==> src/design/pidaw_pkg.sv <==
// Shared types, widths and codes for the PID controller with anti-windup.
// Used by every module of the block; depends on nothing.
`timescale 1ns / 1ps

package pidaw_pkg;

  localparam int DATA_W             = 16;
  localparam int TICK_W             = 16;
  localparam int GAIN_FRACTION_BITS = 8;
  localparam int INTEGRAL_WIDTH     = 48;
  localparam int INTEGRAL_SCALE     = 16;

  localparam int CFG_ADDR_W = 3;
  localparam logic [CFG_ADDR_W-1:0] CFG_GAIN_P      = 3'd0;
  localparam logic [CFG_ADDR_W-1:0] CFG_GAIN_I      = 3'd1;
  localparam logic [CFG_ADDR_W-1:0] CFG_GAIN_D      = 3'd2;
  localparam logic [CFG_ADDR_W-1:0] CFG_DRIVE_UPPER = 3'd3;
  localparam logic [CFG_ADDR_W-1:0] CFG_DRIVE_LOWER = 3'd4;
  localparam logic [CFG_ADDR_W-1:0] CFG_HOLD        = 3'd5;

  localparam int MUL_A_W = DATA_W + 1;
  localparam int MUL_B_W = (INTEGRAL_WIDTH - INTEGRAL_SCALE > MUL_A_W) ?
                           (INTEGRAL_WIDTH - INTEGRAL_SCALE) : MUL_A_W;
  localparam int PROD_W  = MUL_A_W + MUL_B_W;
  localparam int SUM_W   = ((INTEGRAL_WIDTH > 2 * DATA_W + 1) ?
                            INTEGRAL_WIDTH : (2 * DATA_W + 1)) + 2;
  localparam int UNL_W   = SUM_W - GAIN_FRACTION_BITS;
  localparam int DVD_W   = 2 * DATA_W;
  localparam int DIV_CNT_W = $clog2(DVD_W + 1);
  localparam int INC_W   = INTEGRAL_WIDTH + 2;

  localparam logic signed [INC_W-1:0] INT_MAX =
    INC_W'({1'b0, {(INTEGRAL_WIDTH-1){1'b1}}});
  localparam logic signed [INC_W-1:0] INT_MIN = -INT_MAX - INC_W'(1);

  typedef struct packed {
    logic                     operation;
    logic signed [DATA_W-1:0] error_in;
    logic [TICK_W-1:0]        elapsed_ticks;
  } in_word_t;

  typedef struct packed {
    logic signed [DATA_W-1:0] drive;
    logic                     limited;
  } out_word_t;

  typedef struct packed {
    logic signed [DATA_W-1:0] gain_p;
    logic signed [DATA_W-1:0] gain_i;
    logic signed [DATA_W-1:0] gain_d;
    logic signed [DATA_W-1:0] drive_upper;
    logic signed [DATA_W-1:0] drive_lower;
    logic                     integrator_hold;
  } cfg_t;

  typedef enum logic [2:0] {
    ST_IDLE,
    ST_MUL_P,
    ST_ACC_P,
    ST_MUL_I,
    ST_MUL_D,
    ST_MUL_INC,
    ST_DIV,
    ST_FINISH
  } state_t;

  typedef enum logic [1:0] {
    MSEL_P,
    MSEL_I,
    MSEL_D,
    MSEL_INC
  } msel_t;

  typedef struct packed {
    logic  accept;
    logic  mul_go;
    msel_t mul_sel;
    logic  acc_load;
    logic  acc_add_mul;
    logic  acc_add_div;
    logic  div_start;
    logic  finish;
  } ctrl_t;

  typedef struct packed {
    logic              start;
    logic [DVD_W-1:0]  dividend;
    logic [TICK_W-1:0] divisor;
  } div_req_t;

  typedef struct packed {
    logic             done;
    logic [DVD_W-1:0] quotient;
  } div_rsp_t;

endpackage

==> src/design/pidaw_mul.sv <==
// Shared signed multiplier with a registered product.
// Depends on pidaw_pkg for the operand and product widths.
`timescale 1ns / 1ps

module pidaw_mul
  import pidaw_pkg::*;
(
  input  logic                      clk,
  input  logic                      go,
  input  logic signed [MUL_A_W-1:0] a,
  input  logic signed [MUL_B_W-1:0] b,
  output logic signed [PROD_W-1:0]  prod_r
);

  logic signed [PROD_W-1:0] prod_nxt;

  assign prod_nxt = PROD_W'(a) * PROD_W'(b);

  always_ff @(posedge clk) begin
    if (go) begin
      prod_r <= prod_nxt;
    end
  end

endmodule

==> src/design/pidaw_div.sv <==
// Restoring unsigned divider, one quotient bit per cycle.
// Depends on pidaw_pkg for the request and response structs.
`timescale 1ns / 1ps

module pidaw_div
  import pidaw_pkg::*;
(
  input  logic     clk,
  input  logic     rst_n,
  input  div_req_t req,
  output div_rsp_t rsp
);

  logic [DIV_CNT_W-1:0] cnt_r, cnt_nxt;
  logic                 done_r, done_nxt;
  logic [DVD_W-1:0]     dvd_r, dvd_nxt;
  logic [TICK_W-1:0]    rem_r, rem_nxt;
  logic [TICK_W-1:0]    dsr_r, dsr_nxt;
  logic [TICK_W:0]      shifted;
  logic [TICK_W:0]      diff;

  always_comb begin
    shifted  = {rem_r, dvd_r[DVD_W-1]};
    diff     = shifted - {1'b0, dsr_r};
    cnt_nxt  = cnt_r;
    dvd_nxt  = dvd_r;
    rem_nxt  = rem_r;
    dsr_nxt  = dsr_r;
    done_nxt = 1'b0;
    if (req.start) begin
      cnt_nxt = DIV_CNT_W'(DVD_W);
      dvd_nxt = req.dividend;
      rem_nxt = '0;
      dsr_nxt = req.divisor;
    end else if (cnt_r != '0) begin
      cnt_nxt  = cnt_r - DIV_CNT_W'(1);
      done_nxt = (cnt_r == DIV_CNT_W'(1));
      if (!diff[TICK_W]) begin
        rem_nxt = diff[TICK_W-1:0];
        dvd_nxt = {dvd_r[DVD_W-2:0], 1'b1};
      end else begin
        rem_nxt = shifted[TICK_W-1:0];
        dvd_nxt = {dvd_r[DVD_W-2:0], 1'b0};
      end
    end
  end

  always_ff @(posedge clk) begin
    if (!rst_n) begin
      cnt_r  <= '0;
      done_r <= 1'b0;
    end else begin
      cnt_r  <= cnt_nxt;
      done_r <= done_nxt;
    end
  end

  always_ff @(posedge clk) begin
    dvd_r <= dvd_nxt;
    rem_r <= rem_nxt;
    dsr_r <= dsr_nxt;
  end

  assign rsp.done     = done_r;
  assign rsp.quotient = dvd_r;

endmodule

==> src/design/pidaw_core.sv <==
// Sequencer, accumulator, controller state and output register of the PID block.
// Depends on pidaw_pkg, pidaw_mul and pidaw_div.
`timescale 1ns / 1ps

module pidaw_core
  import pidaw_pkg::*;
(
  input  logic      clk,
  input  logic      rst_n,
  input  cfg_t      cfg,
  input  logic      in_valid,
  output logic      in_stall,
  input  in_word_t  in_word,
  output logic      out_valid,
  input  logic      out_stall,
  output out_word_t out_word
);

  state_t state_r, state_nxt;
  ctrl_t  ctrl;

  logic                     op_r, op_nxt;
  logic signed [DATA_W-1:0] err_r, err_nxt;
  logic [TICK_W-1:0]        ticks_r, ticks_nxt;
  logic                     dneg_r, dneg_nxt;
  logic signed [SUM_W-1:0]  acc_r, acc_nxt;

  logic                             started_r, started_nxt;
  logic signed [INTEGRAL_WIDTH-1:0] integral_r, integral_nxt;
  logic signed [DATA_W-1:0]         prev_r, prev_nxt;

  logic      out_valid_r, out_valid_nxt;
  out_word_t out_word_r, out_word_nxt;

  logic signed [MUL_A_W-1:0] mul_a;
  logic signed [MUL_B_W-1:0] mul_b;
  logic signed [PROD_W-1:0]  mul_p_r;
  logic signed [MUL_A_W-1:0] err_diff;
  logic signed [MUL_A_W-1:0] err_pair;
  logic signed [PROD_W-1:0]  prod_mag;
  logic signed [DVD_W:0]     quot_s;

  div_req_t div_req;
  div_rsp_t div_rsp;

  logic signed [UNL_W-1:0] unlim;
  logic signed [UNL_W-1:0] upper_x;
  logic signed [UNL_W-1:0] lower_x;
  logic signed [UNL_W-1:0] lim_hi;
  logic signed [UNL_W-1:0] lim;
  logic                    opposing;
  logic signed [INC_W-1:0] inc;
  logic signed [INC_W-1:0] isum;
  logic                    do_integrate;

  always_comb begin
    state_nxt = state_r;
    case (state_r)
      ST_IDLE: begin
        if (in_valid) begin
          state_nxt = in_word.operation ? ST_FINISH : ST_MUL_P;
        end
      end
      ST_MUL_P:   state_nxt = started_r ? ST_MUL_I : ST_ACC_P;
      ST_ACC_P:   state_nxt = ST_FINISH;
      ST_MUL_I:   state_nxt = ST_MUL_D;
      ST_MUL_D:   state_nxt = ST_MUL_INC;
      ST_MUL_INC: state_nxt = ST_DIV;
      ST_DIV: begin
        if (div_rsp.done) begin
          state_nxt = ST_FINISH;
        end
      end
      ST_FINISH: begin
        if (!(out_valid_r && out_stall)) begin
          state_nxt = ST_IDLE;
        end
      end
      default: state_nxt = ST_IDLE;
    endcase
  end

  always_comb begin
    ctrl = '0;
    ctrl.mul_sel = MSEL_P;
    case (state_r)
      ST_IDLE: ctrl.accept = in_valid;
      ST_MUL_P: begin
        ctrl.mul_go  = 1'b1;
        ctrl.mul_sel = MSEL_P;
      end
      ST_ACC_P: ctrl.acc_load = 1'b1;
      ST_MUL_I: begin
        ctrl.acc_load = 1'b1;
        ctrl.mul_go   = 1'b1;
        ctrl.mul_sel  = MSEL_I;
      end
      ST_MUL_D: begin
        ctrl.acc_add_mul = 1'b1;
        ctrl.mul_go      = 1'b1;
        ctrl.mul_sel     = MSEL_D;
      end
      ST_MUL_INC: begin
        ctrl.div_start = 1'b1;
        ctrl.mul_go    = 1'b1;
        ctrl.mul_sel   = MSEL_INC;
      end
      ST_DIV:    ctrl.acc_add_div = div_rsp.done;
      ST_FINISH: ctrl.finish = !(out_valid_r && out_stall);
      default:   ctrl = '0;
    endcase
  end

  assign err_diff = MUL_A_W'(err_r) - MUL_A_W'(prev_r);
  assign err_pair = MUL_A_W'(err_r) + MUL_A_W'(prev_r);

  always_comb begin
    case (ctrl.mul_sel)
      MSEL_P: begin
        mul_a = MUL_A_W'(cfg.gain_p);
        mul_b = MUL_B_W'(err_r);
      end
      MSEL_I: begin
        mul_a = MUL_A_W'(cfg.gain_i);
        mul_b = MUL_B_W'(integral_r >>> INTEGRAL_SCALE);
      end
      MSEL_D: begin
        mul_a = MUL_A_W'(cfg.gain_d);
        mul_b = MUL_B_W'(err_diff);
      end
      MSEL_INC: begin
        mul_a = err_pair;
        mul_b = MUL_B_W'($signed({1'b0, ticks_r}));
      end
      default: begin
        mul_a = '0;
        mul_b = '0;
      end
    endcase
  end

  pidaw_mul u_mul (
    .clk    (clk),
    .go     (ctrl.mul_go),
    .a      (mul_a),
    .b      (mul_b),
    .prod_r (mul_p_r)
  );

  assign prod_mag         = mul_p_r[PROD_W-1] ? -mul_p_r : mul_p_r;
  assign div_req.start    = ctrl.div_start;
  assign div_req.dividend = prod_mag[DVD_W-1:0];
  assign div_req.divisor  = ticks_r;

  pidaw_div u_div (
    .clk   (clk),
    .rst_n (rst_n),
    .req   (div_req),
    .rsp   (div_rsp)
  );

  assign quot_s = dneg_r ? -$signed({1'b0, div_rsp.quotient})
                         : $signed({1'b0, div_rsp.quotient});

  assign unlim    = UNL_W'(acc_r >>> GAIN_FRACTION_BITS);
  assign upper_x  = UNL_W'(cfg.drive_upper);
  assign lower_x  = UNL_W'(cfg.drive_lower);
  assign lim_hi   = (unlim < upper_x) ? unlim : upper_x;
  assign lim      = (lim_hi > lower_x) ? lim_hi : lower_x;
  assign opposing = ((acc_r > 0) && (err_r < 0)) || ((acc_r < 0) && (err_r > 0));
  assign inc      = INC_W'(mul_p_r >>> 1);
  assign isum     = INC_W'(integral_r) + inc;
  assign do_integrate = started_r && !cfg.integrator_hold &&
                        ((unlim == lim) || opposing);

  always_comb begin
    op_nxt        = op_r;
    err_nxt       = err_r;
    ticks_nxt     = ticks_r;
    dneg_nxt      = dneg_r;
    acc_nxt       = acc_r;
    started_nxt   = started_r;
    integral_nxt  = integral_r;
    prev_nxt      = prev_r;
    out_word_nxt  = out_word_r;
    out_valid_nxt = out_valid_r && out_stall;
    if (ctrl.accept) begin
      op_nxt    = in_word.operation;
      err_nxt   = in_word.error_in;
      ticks_nxt = (in_word.elapsed_ticks == '0) ? TICK_W'(1) : in_word.elapsed_ticks;
    end
    if (ctrl.acc_load) begin
      acc_nxt = SUM_W'(mul_p_r);
    end
    if (ctrl.acc_add_mul) begin
      acc_nxt = acc_r + SUM_W'(mul_p_r);
    end
    if (ctrl.acc_add_div) begin
      acc_nxt = acc_r + SUM_W'(quot_s);
    end
    if (ctrl.div_start) begin
      dneg_nxt = mul_p_r[PROD_W-1];
    end
    if (ctrl.finish) begin
      out_valid_nxt = 1'b1;
      if (op_r) begin
        started_nxt          = 1'b0;
        integral_nxt         = '0;
        prev_nxt             = '0;
        out_word_nxt.drive   = '0;
        out_word_nxt.limited = 1'b0;
      end else begin
        started_nxt          = 1'b1;
        prev_nxt             = err_r;
        out_word_nxt.drive   = lim[DATA_W-1:0];
        out_word_nxt.limited = (unlim != lim);
        if (do_integrate) begin
          if (isum > INT_MAX) begin
            integral_nxt = INT_MAX[INTEGRAL_WIDTH-1:0];
          end else if (isum < INT_MIN) begin
            integral_nxt = INT_MIN[INTEGRAL_WIDTH-1:0];
          end else begin
            integral_nxt = isum[INTEGRAL_WIDTH-1:0];
          end
        end
      end
    end
  end

  always_ff @(posedge clk) begin
    if (!rst_n) begin
      state_r     <= ST_IDLE;
      started_r   <= 1'b0;
      integral_r  <= '0;
      prev_r      <= '0;
      out_valid_r <= 1'b0;
    end else begin
      state_r     <= state_nxt;
      started_r   <= started_nxt;
      integral_r  <= integral_nxt;
      prev_r      <= prev_nxt;
      out_valid_r <= out_valid_nxt;
    end
  end

  always_ff @(posedge clk) begin
    op_r       <= op_nxt;
    err_r      <= err_nxt;
    ticks_r    <= ticks_nxt;
    dneg_r     <= dneg_nxt;
    acc_r      <= acc_nxt;
    out_word_r <= out_word_nxt;
  end

  assign in_stall  = (state_r != ST_IDLE);
  assign out_valid = out_valid_r;
  assign out_word  = out_word_r;

endmodule

==> src/design/pid_antiwindup_controller_top.sv <==
// PID controller with conditional-integration anti-windup: top level.
// Holds the configuration registers; depends on pidaw_pkg and pidaw_core.
//
// Usage: each input word carries an operation, an error and the ticks since
// the previous sample, and is accepted when in_valid is high and in_stall is
// low. Every accepted word yields exactly one result word with the clamped
// drive and a limited flag, taken when out_valid is high and out_stall low.
// A control sample takes the proportional, integral and derivative products
// and the integral increment in turn on the shared multiplier, then waits for
// the bit-serial divider to divide the derivative product by the ticks. A
// first sample takes only the proportional product; a clear word goes straight
// to its result. One word is in flight at a time, and in_stall stays high
// until its result has been placed in the output register; a result that the
// receiver stalls is held there, and a finished word waits for that register
// to empty before the next word is accepted. Reset clears the controller
// state, sets the gains to zero and the drive limits to the full 16-bit range.
// Configuration is written through cfg_we, cfg_addr and cfg_wdata; the user
// must do so only while the block is idle, which the block does not enforce.
`timescale 1ns / 1ps

module pid_antiwindup_controller_top
  import pidaw_pkg::*;
(
  input  logic                  clk,
  input  logic                  rst_n,
  input  logic                  cfg_we,
  input  logic [CFG_ADDR_W-1:0] cfg_addr,
  input  logic [DATA_W-1:0]     cfg_wdata,
  input  logic                  in_valid,
  output logic                  in_stall,
  input  in_word_t              in_word,
  output logic                  out_valid,
  input  logic                  out_stall,
  output out_word_t             out_word
);

  cfg_t cfg_r, cfg_nxt;

  always_comb begin
    cfg_nxt = cfg_r;
    if (cfg_we) begin
      case (cfg_addr)
        CFG_GAIN_P:      cfg_nxt.gain_p          = cfg_wdata;
        CFG_GAIN_I:      cfg_nxt.gain_i          = cfg_wdata;
        CFG_GAIN_D:      cfg_nxt.gain_d          = cfg_wdata;
        CFG_DRIVE_UPPER: cfg_nxt.drive_upper     = cfg_wdata;
        CFG_DRIVE_LOWER: cfg_nxt.drive_lower     = cfg_wdata;
        CFG_HOLD:        cfg_nxt.integrator_hold = cfg_wdata[0];
        default:         cfg_nxt = cfg_r;
      endcase
    end
  end

  always_ff @(posedge clk) begin
    if (!rst_n) begin
      cfg_r.gain_p          <= '0;
      cfg_r.gain_i          <= '0;
      cfg_r.gain_d          <= '0;
      cfg_r.drive_upper     <= 16'sh7FFF;
      cfg_r.drive_lower     <= 16'sh8000;
      cfg_r.integrator_hold <= 1'b0;
    end else begin
      cfg_r <= cfg_nxt;
    end
  end

  pidaw_core u_core (
    .clk       (clk),
    .rst_n     (rst_n),
    .cfg       (cfg_r),
    .in_valid  (in_valid),
    .in_stall  (in_stall),
    .in_word   (in_word),
    .out_valid (out_valid),
    .out_stall (out_stall),
    .out_word  (out_word)
  );

endmodule

==> config.mk <==
export PLATFORM = sky130hd
export DESIGN_NAME = pid_antiwindup_controller_top
export DESIGN_NICKNAME = d
export VERILOG_FILES = /design/src/design/pidaw_pkg.sv /design/src/design/pidaw_mul.sv /design/src/design/pidaw_div.sv /design/src/design/pidaw_core.sv /design/src/design/pid_antiwindup_controller_top.sv
export SDC_FILE = /design/constraint.sdc
export NUM_CORES = 2
export LEC_CHECK = 0
export ABC_AREA = 1
export BUFFER_PORTS_ARGS = -buffer_cell sky130_fd_sc_hd__buf_2
export CORE_MARGIN = 2
export CORE_UTILIZATION = 45
export CTS_BUF_LIST = sky130_fd_sc_hd__clkbuf_8
export DETAILED_ROUTE_END_ITERATION = 8
export PLACE_DENSITY = 0.66
export SLEW_MARGIN = 10
export SYNTH_ARGS = -nofsm -noshare
export SYNTH_HDL_FRONTEND = slang
export SYNTH_SLANG_ARGS = --single-unit
==> constraint.sdc <==
create_clock -name clk -period 10.15 [get_ports clk]
set_input_delay 1.015 -clock clk [delete_from_list [all_inputs] [get_ports clk]]
set_output_delay 1.015 -clock clk [all_outputs]
set_load 0.1 [all_outputs]
==> impl_metrics.yaml <==
routing:
  top_layer: "met4"
  drtIter0Drc: 4456
  wl_per_cell_microns: 20.81
  vias: 45530
  first_pass_iters: 6
  routed_wl_microns: 170200
  drcViolationCount: 0
  ant_nets: 0
  wl_met2_microns: 78270
  wl_met1_microns: 72570
  via_per_inst: 5.565
  wl_met3_microns: 12690
logic_synthesis:
  synth_compound_area_frac: 0.1377
  yosysTopAreaCellShare: 0.2140
  synth_seq_area_share: 0.1908
  yosys.area_share.simple: 0.2023
  synthTopCellsByCount: "nand2_1, inv_1, nor2_1, a21oi_1, fa_1"
  yosys.cell_types.count: 61
  yosysWarnings: 0
  synth_ff_type: "edfxtp_1"
  syn_nets: 7670
  avgSynthCellArea_sq_um: 7.370
  async_reset_ff_frac: 0
  synth.most_common_cell: "nand2_1"
  synth_top_family_by_area: "adder cells"
  synth_top_area_cell: "fa_1"
  synthTopCellsByArea: "fa_1, edfxtp_1, nand2_1, ha_1, inv_1"
  postSynthCellCount: 6690
  synth_mux_area_frac: 0
  synth.cell_area_sq_mm: 0.04930
  synth_seq_cells: 371
  synth_adder_area_share: 0.3145
  synthXorXnorAreaFrac: 0.04104
  synth-edff-count: 198
global_routing:
  grt_pass1_wl_microns: 260300
  grt_pass1_vias: 44380
  grt_usage: 0.3020
  antenna_found_initial: 7
  grt_max_degree: 70
  grt.overflow.total: 0
placement:
  port_buffers: 75
  hpwl_microns: 135600
  gp_congestion: 0.9655
floorplan:
  die_w_microns: 335
  die_y_microns: 335
  start_util: 0.4536
  io_pins: 76
  num_rows: 121
  die_area_sq_mm: 0.1122
  coreArea_sq_mm: 0.1087
run:
  maxCapViolCount: 0
finish:
  area_delta_synth_final_pct: 7.238
  fill_cells: 10840
  nets: 7692
  final_layout_size_suffix_gt1_frac: 0.05100
worst_setup_path:
  crit_path_top_delay_cell: "fa_1"
  startpoint_type: "flip-flop"
  arrival_ns: 9.88
  required_ns: 10.56
  critPathMaxStageDelay_ns: 0.55
  cp_max_fo: 21
  path_class: "flip-flop to flip-flop"
  cp-end-kind: "flip-flop"
  crit_top_cell: "nand2_1"
cts:
  clk_path_buf_depth: 3
  numClockSinks: 371
  clkLatencyLatePin_ns: 0.71
  cts-root-buf: "clkbuf_8"
  cts_tree: "done"
  numCtsBuffers: 67
  clkTransAtPathRegs_ns: 0.06
  htreeDepth: 3
hold_path:
  hold_path_class: "flip-flop to flip-flop"
sta:
  rsz0062_at_grt: "false"
  slew_headroom: 0.05815
  slew_viol_final: 0
  timing.final.crit_share: 0.9331
  timing.fmax_ghz: 0.1056
  setup_tns_ns: 0
  period_needed_ns: 9.470
  hold_violations: 0
  setup_violations: 0
  finClkSkew_ns: 0.04470
  tightest_slew_ns: 1.377
status:
  outcome: "completed"
-- worst max-delay path: cells and delay by family, from the launching register on --
| kind | cells | cell delay [ns] |
|---|---|---|
| simple gates | 15 | 1.26 |
| xor+xnor | 1 | 0.08 |
| flops | 1 | 0.47 |
| fa+ha+maj | 9 | 3.95 |
| compound gates | 15 | 2.70 |
| buf+inv | 7 | 0.73 |
-- layout make-up --
type	instances	area, sq um	area share
Clock inverter	45	387.9	0.007336
Antenna cell	2	5.005	0.00009466
Clock buffer	77	1060	0.02004
Multi-Input combinational cell	4855	34390	0.6504
Sequential cell	371	9409	0.1780
Inverter	1228	4609	0.08718
Timing Repair Buffer	189	1244	0.02352
Tap cell	1414	1769	0.03346
-- logic make-up after synthesis --
logic type | Yosys count
xor+xnor | 231
buf+inv | 1464
compound gates | 1232
simple gates | 2469
flops | 371
fa+ha+maj | 923
-- per-stage QoR --
stage	instances	area [sq um]	util	setup WS, ns	hold slack (ns)
after floorplan	6690	49300	-	1.858	0.4245
after global placement	8057	51420	0.4730	0.9106	0.4345
after detailed placement	8057	51420	0.4730	0.7272	0.4450
after CTS	8179	52870	0.4863	0.6893	0.4536
after global routing	8181	52870	0.4864	0.01505	0.4725
final	8181	52870	0.4864	0.6795	0.4568
-- cell usage in the layout, fill, tap and decap left out, types with 9 or more instances in the layout --
master / netlist / routed
inv_2: 5 / 9
clkinv_1: 17 / 20
dfxtp_1: 173 / 173
buf_4: 4 / 113
a21boi_0: 11 / 11
buf_2: 27 / 75
or2_2: 11 / 11
nor3_1: 42 / 41
a31oi_1: 89 / 89
clkbuf_8: 0 / 77
edfxtp_1: 198 / 198
o31ai_1: 11 / 11
nor2_1: 710 / 701
fa_1: 527 / 527
o221ai_1: 15 / 15
o21ai_0: 387 / 384
xnor2_1: 96 / 96
nand3_1: 250 / 249
a21o_1: 23 / 23
a21oi_1: 541 / 541
inv_1: 1206 / 1223
xor2_1: 135 / 135
nand2_1: 1347 / 1346
o21ai_1: 37 / 38
ha_1: 396 / 396
nand4_1: 43 / 43
o211ai_1: 21 / 21
a221oi_1: 15 / 15
o21a_1: 26 / 26
nor4_1: 34 / 34
o21bai_1: 18 / 18
-- final timing paths --
path                              to  slack, ns       startpoint  depth (start not counted)
max          u_core.u_mul.prod_r[46]       0.68  u_core.err_r[0]                         47
min                        cfg_r[50]       0.46        cfg_r[50]                          2
max reg2reg  u_core.u_mul.prod_r[46]       0.68  u_core.err_r[0]                         47
min reg2reg                cfg_r[50]       0.46        cfg_r[50]                          2
-- metal layers --
| metal | global-route usage | vias to the layer above |
|---|---|---|
| li1 | - | 21390 |
| met2 | 0.4961 | 1874 |
| met1 | 0.4108 | 21970 |
| met4 | 0.1104 | 0 |
| met5 | 0 | - |
| met3 | 0.03383 | 293 |
-- state kept, by name (all words and copies together) (netlist names), 17 cells and up --
signal / flops
u_core.integral_r: 48
u_core.acc_r: 50
u_core.u_mul.prod_r: 49
u_core.u_div.dvd_r: 32
cfg_r: 81
u_core.out_word: 17
-- what timing repair did --
item / 4_1_cts / 5_1_grt
gates resized for setup: 0 / 2
hold buffers: 0 / 0
endpoints found under the setup margin: 0 / 2
endpoints found under the hold margin: 0 / 0
buffers inserted: 0 / 0
Power is not shown: default switching activity piles up to over one toggle a cycle in this logic, so the estimate is an artifact.
